<file path="src/sv/irg_pkg.sv">
`default_nettype none
package irg_pkg;

   localparam int unsigned TABLE_DEPTH = 256;
   localparam int unsigned ADDR_W      = 8;
   localparam int unsigned WORD_W      = 32;
   localparam int unsigned LEFT_W      = 9;

   typedef logic [WORD_W-1:0] word_type;
   typedef logic [ADDR_W-1:0] addr_type;
   typedef logic [LEFT_W-1:0] left_type;
   typedef word_type [7:0]    mix_vec_type;

   localparam word_type GOLDEN     = 32'h9e3779b9;
   localparam addr_type HALF_TABLE = 8'd128;
   localparam left_type FULL_BATCH = 9'd256;

   localparam logic [1:0] KIND_SEED        = 2'd0;
   localparam logic [1:0] KIND_INIT_SEEDED = 2'd1;
   localparam logic [1:0] KIND_INIT_PLAIN  = 2'd2;
   localparam logic [1:0] KIND_DRAW        = 2'd3;

   typedef struct packed {
      logic [1:0] kind;
      addr_type   seed_index;
      word_type   seed_value;
   } item_type;

   typedef struct packed {
      logic     valid;
      item_type item;
   } queue_out_type;

   function automatic mix_vec_type scramble_step(input mix_vec_type w, input logic [2:0] k);
      mix_vec_type r;
      word_type    sh;
      logic [2:0]  k1;
      logic [2:0]  k2;
      logic [2:0]  k3;
      k1 = k + 3'd1;
      k2 = k + 3'd2;
      k3 = k + 3'd3;
      case (k)
         3'd0: sh = w[k1] << 11;
         3'd1: sh = w[k1] >> 2;
         3'd2: sh = w[k1] << 8;
         3'd3: sh = w[k1] >> 16;
         3'd4: sh = w[k1] << 10;
         3'd5: sh = w[k1] >> 4;
         3'd6: sh = w[k1] << 8;
         default: sh = w[k1] >> 9;
      endcase
      r     = w;
      r[k]  = w[k] ^ sh;
      r[k3] = w[k3] + r[k];
      r[k1] = w[k1] + w[k2];
      return r;
   endfunction

   function automatic word_type acc_shift(input word_type a, input logic [1:0] sel);
      word_type r;
      case (sel)
         2'd0: r = a ^ (a << 13);
         2'd1: r = a ^ (a >> 6);
         2'd2: r = a ^ (a << 2);
         default: r = a ^ (a >> 16);
      endcase
      return r;
   endfunction

endpackage
`default_nettype wire

</file>
<file path="src/sv/irg_req_if.sv">
`default_nettype none
interface irg_req_if;
   logic        valid;
   logic        ready;
   logic [1:0]  kind;
   logic [7:0]  seed_index;
   logic [31:0] seed_value;
   modport source (output valid, output kind, output seed_index, output seed_value,
                   input ready);
   modport sink (input valid, input kind, input seed_index, input seed_value,
                 output ready);
endinterface
`default_nettype wire

</file>
<file path="src/sv/irg_front.sv">
`default_nettype none
module irg_front
   import irg_pkg::*;
(
   input  wire logic    clock,
   input  wire logic    reset,
   irg_req_if.sink      req_chan,
   output queue_out_type q_out,
   input  wire logic    q_take
);

   item_type   entry_ff [2];
   logic       wr_ptr_ff, wr_ptr_in;
   logic       rd_ptr_ff, rd_ptr_in;
   logic [1:0] count_ff, count_in;
   logic       push;
   logic       pop;
   item_type   incoming;

   always_comb begin
      incoming.kind       = req_chan.kind;
      incoming.seed_index = req_chan.seed_index;
      incoming.seed_value = req_chan.seed_value;
      req_chan.ready      = (count_ff != 2'd2);
      push                = req_chan.valid && req_chan.ready;
      q_out.valid         = (count_ff != 2'd0);
      q_out.item          = entry_ff[rd_ptr_ff];
      pop                 = q_take && q_out.valid;
      wr_ptr_in           = push ? ~wr_ptr_ff : wr_ptr_ff;
      rd_ptr_in           = pop ? ~rd_ptr_ff : rd_ptr_ff;
      count_in            = count_ff + {1'b0, push} - {1'b0, pop};
   end

   always_ff @(posedge clock) begin
      if (push) begin
         entry_ff[wr_ptr_ff] <= incoming;
      end
      if (reset) begin
         wr_ptr_ff <= 1'b0;
         rd_ptr_ff <= 1'b0;
         count_ff  <= 2'd0;
      end else begin
         wr_ptr_ff <= wr_ptr_in;
         rd_ptr_ff <= rd_ptr_in;
         count_ff  <= count_in;
      end
   end

endmodule
`default_nettype wire

</file>
<file path="src/flat_wrapper.sv">
// flat-port wrapper written by rule: the top's interface ports become plain ports
module irg_front_flat import irg_pkg::*;
  (clock, reset, q_out, q_take, req_chan_valid, req_chan_kind, req_chan_seed_index, req_chan_seed_value, req_chan_ready);
  irg_req_if req_chan_i ();
  input  wire logic clock;
  input  wire logic reset;
  output queue_out_type q_out;
  input  wire logic q_take;
  input wire logic [$bits(req_chan_i.valid)-1:0] req_chan_valid;
  input wire logic [$bits(req_chan_i.kind)-1:0] req_chan_kind;
  input wire logic [$bits(req_chan_i.seed_index)-1:0] req_chan_seed_index;
  input wire logic [$bits(req_chan_i.seed_value)-1:0] req_chan_seed_value;
  output wire logic [$bits(req_chan_i.ready)-1:0] req_chan_ready;
  assign req_chan_i.valid = req_chan_valid;
  assign req_chan_i.kind = req_chan_kind;
  assign req_chan_i.seed_index = req_chan_seed_index;
  assign req_chan_i.seed_value = req_chan_seed_value;
  assign req_chan_ready = req_chan_i.ready;
  irg_front u_core (.clock(clock), .reset(reset), .req_chan(req_chan_i), .q_out(q_out), .q_take(q_take));
endmodule
</file>
<file path="config.mk">
export PLATFORM = sky130hd
export DESIGN_NAME = irg_front_flat
export DESIGN_NICKNAME = d
export VERILOG_FILES = /design/src/sv/irg_pkg.sv /design/src/sv/irg_req_if.sv /design/src/sv/irg_front.sv /design/src/flat_wrapper.sv
export SDC_FILE = /design/constraint.sdc
export NUM_CORES = 1
export LEC_CHECK = 0
export ABC_CLOCK_PERIOD_IN_PS = 3000
export BUFFER_PORTS_ARGS = -buffer_cell sky130_fd_sc_hd__buf_2
export CAP_MARGIN = 25
export CORE_MARGIN = 3
export CORE_UTILIZATION = 45
export CTS_CLUSTER_SIZE = 10
export DETAILED_ROUTE_END_ITERATION = 6
export PLACE_DENSITY_LB_ADDON = 0.08
export SLEW_MARGIN = 30
export SYNTH_ARGS = -nofsm -noshare
export SYNTH_HDL_FRONTEND = slang
export SYNTH_SLANG_ARGS = --single-unit
</file>
<file path="constraint.sdc">
create_clock -name clock -period 3 [get_ports clock]
set_input_delay 0 -clock clock [delete_from_list [all_inputs] [get_ports clock]]
set_output_delay 0 -clock clock [all_outputs]
set_load 0.01 [all_outputs]
</file>
# Yosys cells after proc, flatten, opt, wreduce, memory -nomap -nowiden
# Memories as Yosys holds them, arrays and structs flattened. A register that Yosys moved wholly into a read port is not among the register bits.
# Cells that the tools add are included.
# word_totals
elab_cells	16
inputBits	46
n_memories	1
ramBits	84
regBits	4
out_inout_bits	44
# op_classes
bitwise_logic	2
muxes	4
n_reduce_logical	3
n_eq_ne	1
n_addsub	2
# memory_table
memory	depth	width	rd	rd_ports_with_merged_regs	write_ports	line	rtl
u_core.entry_ff	2	42	1	1	1	irg_front.sv:12	item_type entry_ff [2];
# ops
cell	count
$mux 1	4
$add 2x1->2	1
$logic_and 1x1->1	2
$ne 2x2->1 const B	1
$not 1->1	2
$reduce_bool 2->1	1
$sub 2x1->2	1

# Depth between registers and ports, before layout
# Gate-level depths: netlist of the first run.
# logic_depth
ltp_word	4
depth_mapped	7
depth_no_buf	7

# Least setup slack after synthesis of the first run
# No wires, ideal clock.
# synth_timing
kind	register to register
startpoint	register u_core.count_ff[0]
endpoint	memory u_core.entry_ff[0][0] (netlist name), enable pin
period_less_slack_ns	3.007
stages_incl_launch_ff	4
required_ns	2.553
arrival_ns	2.560
setup_slack_ns	-0.007
n_path_buf	0
setup_ns	0.447
path_cell_list	dfxtp_1 nand2b_2 and2_4 nor2b_1
# synth_between
elab_chain_len	4
# synth_rtl
element	line	rtl
start: declaration	irg_front.sv:15	logic [1:0] count_ff, count_in;
start signal: assignment	irg_front.sv:45	count_ff <= count_in;
$ne 2x2->1	irg_front.sv:24	req_chan.ready = (count_ff != 2'd2);
via req_chan_ready	flat_wrapper.sv:13	output wire logic [$bits(req_chan_i.ready)-1:0] req_chan_ready;
$logic_and 1x1->1	irg_front.sv:25	push = req_chan.valid && req_chan.ready;
via u_core.push	irg_front.sv:16	logic push;
$mux 1	irg_front.sv:35	if (push) begin
$mux 1 (implied by the code)	irg_front.sv:36	entry_ff[wr_ptr_ff] <= incoming;
end: declaration	irg_front.sv:12	
# The timed path passes the listed nets, and every way through them passes these cells.

==> metrics.txt, run 1 <==
# resized after CTS 0; # setup viols final 0; Seq/Total Area, Yosys 0.7537; initial antenna violation count 0; final worst path period share 0.6146; post-synthesis register bit count 89; I/O pins 90; minimum clock period around 1.8 ns; detailed placer's ending HPWL 3700 um; Cells after Synth ~160; DR WL/cell approximately 14 um; post-route ant nets 0; number of DRC markers in iteration 0 86; pwr/cell area 744.3 mW/mm^2; largest net degree at the start of global routing 29; Cell variety after synth 22; Initial Util 0.4722; Mapped Area approximately 0.0035 sq mm; commonest non-fill, non-tap cell in the layout buf_2; unrepaired setup endpoints after global routing false; commonest cells after routing, fill and taps aside buf_2, edfxtp_1, dlygate4sd3_1; Fin Hold WS 0.09636 ns; drt pass-1 iters 4; antenna diode count 0; Final nets 348; cell row count 31; Sink Count just under 90; vias per inst about 4.5; first-pass GRT wire length a little under 9000 um; synthesis-to-finish area growth 33.19%; final WL 5760 um; Post-synth ARST share 0; Peak VDD IR 0.4570 mV; layout cells sized above 1 0.4984; max-cap violation count 0; YS warnings 0; critical path cell sequence buf_12 -> mux2_4 -> buf_2; H-Tree Depth 3; core area approximately 0.0074 sq mm; crit path DAT 1.84 ns; height of the die between 90 and 100 um; Crit path required time around 3.0 ns; via count approximately 1800; final hold viol count 0; Total Routing Usage GR 0.1350; clock skew about 0.0036 ns; clk slew on worst S/H paths approximately 0.080 ns; kind of critical path register to output port; Clk Latency, worst-skew pair about 0.33 ns; vias in the first global route between 1500 and 2000; routability-driven placement congestion ratio between 0.6 and 0.7; number of CTS-inserted buffers 9; number of flops mapped to enable cells by yosys 84; PortBufs 89; root buffer cell clkbuf_8; Highest Clock Rate 542.3 MHz; Syn Area/Cell 22.02 sq um; Post-Syn Nets 206; Worst-Margin Slew just over 0.6 ns; ys flop type edfxtp_1; critical path endpoint category output port; Slowest Stage Delay on Critical Path approximately 0.73 ns; DRC viols 0; Layout fillers between 500 and 600; Slew Viols, Final 0; CTS Buffer Depth 2; class of the worst hold path primary input to register; run status complete, no violations; LEAKAGE 1.845 nW; grt ovf 0; total die area a little under 0.009 sq mm; critical path fanouts, max 26; Worst setup SP type register; critical path's slowest cell dfxtp_2; Rel. slew slack 0.5949; die extent in x around 94 um; TritonCTS clock tree done; setup tns final 0 ns
==> report_power, final <==
group / internal [mW] / switching, mW / total (mW)
sequential: 1.57 / 0.0963 / 1.67
clock: 0.381 / 0.372 / 0.753
combinational: 0.580 / 0.447 / 1.03
total: 2.53 / 0.915 / 3.45
==> per-layer routing <==
| layer | share of wire | global-route usage | wire length, um | up-vias |
|---|---|---|---|---|
| met1 | 0.43 | 0.1706 | 2501 | 867 |
| li1 | - | - | - | 891 |
| met4 | 0.018 | 0.06859 | 101 | 0 |
| met5 | 0 | 0 | 0 | - |
| met2 | 0.49 | 0.2176 | 2830 | 58 |
| met3 | 0.057 | 0.03125 | 328 | 10 |
==> synthesized netlist by cell type (2+ instances only) <==
cell      number  area share
nor2b_1        2      0.0036
edfxtp_1      84        0.72
mux2_4        40        0.17
inv_1          2      0.0022
ha_1           2      0.0072
buf_12         4       0.023
dfxtp_1        5       0.029
mux2_2         2      0.0065
nor2_1         4      0.0043
==> stage by stage <==
step	instances	util	power, mW	instance area [sq um]	worst slack, ns
after floorplan	158	-	2.428	3482	0.7977
after global placement	344	0.5448	2.697	4015	1.186
after detailed placement	344	0.5448	2.705	4015	1.147
after CTS	404	0.6289	3.508	4634	1.111
after global routing	404	0.6289	3.626	4634	1.047
final	404	0.6289	3.450	4634	1.156
==> worst paths after layout <==
kind / startpoint / end / slack [ns] / depth (start not counted)
hold / removal: q_take / register / 0.1 / 4
hold reg to reg: u_core.rd_ptr_ff$_SDFFE_PP0P_ / register / 0.51 / 2
setup / recovery: register / q_out[20] / 1.16 / 3
setup reg to reg: u_core.count_ff[0]$_SDFF_PP0_ / u_core.entry_ff[1][17]$_DFFE_PP_ / 1.18 / 3
==> cells by family (layout without fill, tap and decap cells) <==
logic type      after synthesis  after routing  synth area share
flops                        89             89            0.7537
mux                          42             42            0.1791
simple gates                 14             14           0.02301
buf+inv                       7            154           0.02841
fa+ha+maj                     2              2          0.007191
compound gates                2              2          0.003595
xor+xnor                      2              2          0.005035
==> repair_timing <==
item / in CTS / in global routing
setup endpoints to repair: 0 / 0
buffers inserted: 0 / 0
endpoints found under the hold margin: 89 / 0
hold buffers: 44 / 0
==> critical path, delay by kind of cell (launching register included) <==
family | cells | cell delay [ns]
buf+inv | 2 | 0.45
flops | 1 | 0.73
mux | 1 | 0.33
==> final cells by class <==
class                           count  area [sq um]  share of cell area
Clock buffer                       12         135.1             0.02916
Clock inverter                      4         43.79            0.009449
Inverter                            2         7.507            0.001620
Multi-Input combinational cell     62         767.0              0.1655
Sequential cell                    89          2624              0.5661
Tap cell                           99         123.9             0.02673
Timing Repair Buffer              136         933.4              0.2014
==> sequential cells by signal (all words and copies together), names as in the netlist, named ones only <==
register and cells:
u_core.rd_ptr_ff 1, u_core.wr_ptr_ff 1, u_core.count_ff 2, u_core.entry_ff 84
Note: power is estimated with default switching activity, not from simulation.
==> run 2: changes to the inputs <==
ABC_CLOCK_PERIOD_IN_PS = 1800   (was 3000)
clock period = 1.8 ns   (was 3 ns; I/O delays follow)
==> metrics.txt, run 2 (same netlist as run 1, synthesis figures left out) <==
run status complete, no violations (unchanged); Met1 Wirelength 2386 um (was 2501 um); critical path fanouts, max 26 (unchanged); layout cells sized above 1 0.5097 (was 0.4984); max FFs per register 84 (unchanged); Final nets 351 (was 348); flop-to-flop setup slack 0.26 ns (was 1.18 ns); die extent in x 93.94 um (unchanged); drt pass-1 iters 4 (unchanged); LEAKAGE 1.869 nW (was 1.845 nW); final hold viol count 0 (unchanged); detailed placer's ending HPWL 3738 um (was 3700 um); TritonCTS clock tree done (unchanged); DR WL/cell 14.16 um (was 14.26 um); H-Tree Depth 3 (unchanged); synthesis-to-finish area growth 34.77% (was 33.19%); class of the worst hold path primary input to register (unchanged); Worst-Margin Slew 0.3465 ns (was 0.6076 ns); pwr/cell area 1267 mW/mm^2 (was 744.3 mW/mm^2); unrepaired setup endpoints after global routing false (unchanged); routability-driven placement congestion ratio 0.7647 (was 0.6476); max-cap violation count 0 (unchanged); clk slew on worst S/H paths 0.08 ns (about the same); worst hold path startpoint q_take (unchanged); minimum clock period approximately 1.6 ns; footprint of the multi-input gates 767.0 sq um (unchanged); DR top layer met4 (unchanged); antenna diode count 0 (unchanged); grt ovf 0 (unchanged); total die area 0.008824 sq mm (unchanged); crit path DAT 1.65 ns (was 1.84 ns); first-pass GRT wire length 9211 um (was 8866 um); Rel. slew slack 0.7690 (was 0.5949); Largest Register u_core.entry_ff (unchanged); height of the die 93.94 um (unchanged); setup tns final 0 ns (unchanged); final WL 5764 um (was 5760 um); hold endpoint u_core.rd_ptr_ff$_SDFFE_PP0P_; # setup viols final 0 (unchanged); cell row count 31 (unchanged); root buffer cell clkbuf_8 (unchanged); Critical path buffers and inverters 2 (unchanged); Worst setup SP type register (unchanged); CTS Buffer Depth 2 (unchanged); R2R Path End u_core.count_ff[1]$_SDFF_PP0_ (was u_core.entry_ff[1][17]$_DFFE_PP_); kind of critical path register to output port (unchanged); Tot Pwr 5.941 mW (was 3.450 mW); Peak VDD IR 0.5919 mV (was 0.4570 mV); beginning of the worst register-to-register path u_core.count_ff[1]$_SDFF_PP0_ (was u_core.count_ff[0]$_SDFF_PP0_); PortBufs 89 (unchanged); number of CTS-inserted buffers 9 (unchanged); clock skew 0.005541 ns (was 0.003624 ns); # resized after CTS 0 (unchanged); initial antenna violation count 0 (unchanged); Slowest Stage Delay on Critical Path 0.54 ns (was 0.73 ns); post-route ant nets 0 (unchanged); Crit path required time 1.80 ns (was 3.00 ns); register area 0.002624 sq mm (unchanged); critical path's slowest cell dfxtp_2 (unchanged); largest net degree at the start of global routing 28 (was 29); commonest cells after routing, fill and taps aside buf_2, edfxtp_1, dlygate4sd3_1 (unchanged); Area after DPL 0.004038 sq mm (was 0.004015 sq mm); critical path cell sequence buf_12 -> mux2_2 -> buf_2 (was buf_12 -> mux2_4 -> buf_2); routed wl met2 3021 um (was 2830 um); Slew Viols, Final 0 (unchanged); Initial Util 0.4722 (unchanged); commonest non-fill, non-tap cell in the layout buf_2 (unchanged); number of DRC markers in iteration 0 51 (was 86); Design Area, Final 0.004690 sq mm (was 0.004634 sq mm); biggest regs u_core.entry_ff x84, u_core.count_ff x2 (unchanged); worst-case reg-to-reg path depth 7 (was 3); via count 1865 (was 1826); Clk Latency, worst-skew pair 0.33 ns (about the same); Worst path top cell family by delay flip-flops (unchanged); Sink Count 89 (unchanged); I/O pins 90 (unchanged); critical path endpoint category output port (unchanged); Total Routing Usage GR 0.1386 (was 0.1350); metal3 WL 274 um (was 328 um); Core Util, Final 0.6363 (was 0.6289); vias per inst 4.582 (was 4.520); final worst path period share 0.9166; hold depth 4 (unchanged); Layout fillers 553 (was 565); core area 0.007370 sq mm (unchanged); Highest Clock Rate between 600 and 700 MHz; vias in the first global route 1958 (was 1879); DRC viols 0 (unchanged)
## run 2: cell types whose count changed in the layout (fill, tap and decap cells not counted), sizes merged
cell / change
bufinv: +1
clkinvlp: +2
clkinv: -2
buf: +3
clkbuf: -1
## run 2: cell type report
type	instances	area share
flip-flops and latches	89	0.5595
clock buffers	11	0.02801
inverters	2	0.001601
clock inverters	5	0.01708
repair buffers	139	0.2038
multi-input cells	62	0.1636
well taps	99	0.02641
## run 2: worst max-delay path by stage
stage                             startpoint                              end  slack (ns)  cells after the start
2_1_floorplan  u_core.count_ff[0]$_SDFF_PP0_  u_core.entry_ff[0][0]$_DFFE_PP_        0.07                      3
3_3_place_gp   u_core.count_ff[1]$_SDFF_PP0_    u_core.count_ff[1]$_SDFF_PP0_        0.31                      7
3_5_place_dp   u_core.count_ff[1]$_SDFF_PP0_    u_core.count_ff[1]$_SDFF_PP0_        0.27                      7
4_1_cts                             register                        q_out[41]        0.11                      3
5_1_grt                             register                         q_out[0]        0.05                      3
6_report                            register                         q_out[0]        0.15                      3
## run 2: power by group
group	leakage [nW]	switching (mW)	internal, mW
logic	0.944	0.786	0.986
registers	0.825	0.128	2.62
clock network	0.0995	0.641	0.781
## run 2: stage by stage
stage | std cells | hold slack, ns | worst slack [ns]
finish | 407 | 0.08983 | 0.1500
global placement | 347 | 0.1891 | 0.3087
detailed placement | 347 | 0.1911 | 0.2705
global route | 407 | 0.1250 | 0.05377
floorplan | 158 | 0.07161 | 0.06559
CTS | 407 | 0.07354 | 0.1103
## run 2: per-layer routing
metal / vias to the layer above / track usage
met5: - / 0
met4: 0 / 0.06137
met3: 8 / 0.02965
met2: 52 / 0.2425
met1: 903 / 0.1635
li1: 902 / -
## run 2: timing repair
action	in CTS	in global routing
hold buffers	44	0
buffers inserted	0	0
endpoints found under the hold margin	89	0
## run 2: worst register-to-register path: cells and delay by family, from the launching register on
family / cells / cell delay (ns)
adders and majority gates: 2 / 0.45
buffers and inverters: 1 / 0.04
DFF: 1 / 0.36
AOI/OAI and AO/OA: 1 / 0.21
and+or+nand+nor: 2 / 0.27
xor gates and xnor gates: 1 / 0.15
==> run 3: changes to the inputs <==
==> constraint.sdc (replaced) <==
create_clock -name clock -period 1.8 [get_ports clock]
set_input_delay 0.18 -clock clock [delete_from_list [all_inputs] [get_ports clock]]
set_output_delay 0.18 -clock clock [all_outputs]
set_load 0.01 [all_outputs]
==> metrics.txt, run 3 (same netlist as run 1, synthesis figures left out) <==
run status complete, no violations (unchanged); TritonCTS clock tree done (unchanged); Slew Viols, Final 0 (unchanged); PortBufs 89 (unchanged); Area after DPL 0.004070 sq mm (was 0.004038 sq mm); sw frac 0.2628 (was 0.2617); number of CTS-inserted buffers 9 (unchanged); detailed placer's ending HPWL 3659 um (was 3738 um); routed wl met2 2602 um (was 3021 um); DR WL/cell 14.39 um (was 14.16 um); clk slew on worst S/H paths 0.08 ns (about the same); Initial Util 0.4722 (unchanged); grt ovf 0 (unchanged); commonest cells after routing, fill and taps aside buf_2, edfxtp_1, mux2_4 (was buf_2, edfxtp_1, dlygate4sd3_1); cell row count 31 (unchanged); via count 1688 (was 1865); Peak VDD IR 0.8728 mV (was 0.5919 mV); critical path endpoint category output port (unchanged); unrepaired setup endpoints after global routing false (unchanged); Rel. slew slack 0.8301 (was 0.7690); largest net degree at the start of global routing 26 (was 28); drt pass-1 iters 4 (unchanged); Comb pwr share 0.304 (was 0.298); layout cells sized above 1 0.5849 (was 0.5097); CTS Hold Bufs 0 (was 44); Sink Count 89 (unchanged); Post-CTS Setup Bufs 0 (unchanged); Met1 Wirelength 2132 um (was 2386 um); die extent in x 93.94 um (unchanged); antenna diode count 0 (unchanged); vias in the first global route 1721 (was 1958); final hold viol count 0 (unchanged); Slowest Stage Delay on Critical Path 0.45 ns (was 0.54 ns); initial antenna violation count 0 (unchanged); Worst-Margin Slew 0.2549 ns (was 0.3465 ns); H-Tree Depth 3 (unchanged); Design Area, Final 0.004250 sq mm (was 0.004690 sq mm); class of the worst hold path primary input to register (unchanged); Internal 4.211 mW (was 4.386 mW); switching power 1.501 mW (was 1.555 mW); critical path cell sequence buf_12 -> mux2_2 -> buf_2 (unchanged); # setup viols final 0 (unchanged); max-cap violation count 0 (unchanged); Clk Latency, worst-skew pair 0.33 ns (about the same); total die area 0.008824 sq mm (unchanged); pre-CTS setup slack 0.2685 ns (was 0.2705 ns); critical path fanouts, max 18 (was 26); Fin Hold WS 0.03019 ns (was 0.08983 ns); final WL 5237 um (was 5764 um); metal3 WL 425 um (was 274 um); Total Routing Usage GR 0.1256 (was 0.1386); vias per inst 4.637 (was 4.582); biggest regs u_core.entry_ff x84, u_core.count_ff x2 (unchanged); routability-driven placement congestion ratio 0.7734 (was 0.7647); DRC viols 0 (unchanged); Tot Pwr 5.713 mW (was 5.941 mW); Crit path required time 1.62 ns (was 1.80 ns); synthesis-to-finish area growth 22.15% (was 34.77%); pwr/cell area 1344 mW/mm^2 (was 1267 mW/mm^2); final worst path period share 0.9278 (was 0.9166); number of DRC markers in iteration 0 65 (was 51); root buffer cell clkbuf_8 (unchanged); Largest Register u_core.entry_ff (unchanged); beginning of the worst register-to-register path u_core.count_ff[1]$_SDFF_PP0_ (unchanged); core area 0.007370 sq mm (unchanged); post-route ant nets 0 (unchanged); Final nets 308 (was 351); LEAKAGE 1.687 nW (was 1.869 nW); crit path DAT 1.49 ns (was 1.65 ns); kind of critical path register to output port (unchanged); minimum clock period 1.670 ns (was 1.650 ns); first-pass GRT wire length 8217 um (was 9211 um); min setup slack post-route 0.1300 ns (was 0.1500 ns); CTS Buffer Depth 2 (unchanged); clock skew 0.003995 ns (was 0.005541 ns); worst hold path startpoint req_chan_seed_index[2] (was q_take); height of the die 93.94 um (unchanged); Worst setup SP type register (unchanged); commonest non-fill, non-tap cell in the layout buf_2 (unchanged); max FFs per register 84 (unchanged); Clock Power Share 0.216 (was 0.239); I/O pins 90 (unchanged); Highest Clock Rate 598.8 MHz (was 606.1 MHz); setup tns final 0 ns (unchanged); critical path's slowest cell dfxtp_4 (was dfxtp_2); Layout fillers 590 (was 553); DR top layer met4 (unchanged); Sequential Power Share 0.480 (was 0.463)
[run 3: final cells by class]
cell class	count	area, sq um	area share
Timing Repair Buffer	96	548.0	0.1289
Tap cell	99	123.9	0.02914
Clock inverter	5	46.29	0.01089
Inverter	2	7.507	0.001766
Sequential cell	89	2626	0.6179
Multi-Input combinational cell	62	767.0	0.1805
Clock buffer	11	131.4	0.03091
[run 3: timing repair]
item	CTS	global route
endpoints found under the setup margin	1	0
resized for setup	1	0
hold endpoints to repair	0	0
[run 3: path summary, 6_finish.rpt]
kind	end	slack, ns	cells past startpoint
hold / removal	u_core.entry_ff[1][34]$_DFFE_PP_	0.03	1
hold reg to reg	register	0.52	2
setup / recovery	q_out[41]	0.13	3
setup reg to reg	u_core.count_ff[1]$_SDFF_PP0_	0.25	7
[run 3: power by group through the flow]
stage               clock (mW)  sequential [mW]  combinational (mW)
finish                    1.23             2.74                1.74
global route              1.38             2.78                1.87
CTS                       1.28             2.75                1.78
detailed placement           0             2.79                1.78
global placement             0             2.78                1.78
floorplan                    0             2.74                1.31
[run 3: routing by layer]
layer	vias up	track usage
li1	811	-
met1	818	0.1452
met2	52	0.2064
met3	7	0.04567
met4	0	0.06137
met5	-	0
[run 3: critical path: cells and delay by family, from the launching register on]
kind                   cells  cell delay, ns
buffers and inverters      2            0.35
DFF                        1            0.45
muxes                      1            0.34
[run 3: metrics by stage]
| stage | cells | utilization |
|---|---|---|
| finish | 364 | 0.5767 |
| global route | 364 | 0.5767 |
| CTS | 364 | 0.5767 |
| detailed placement | 348 | 0.5523 |
| global placement | 348 | 0.5523 |
| floorplan | 158 | - |
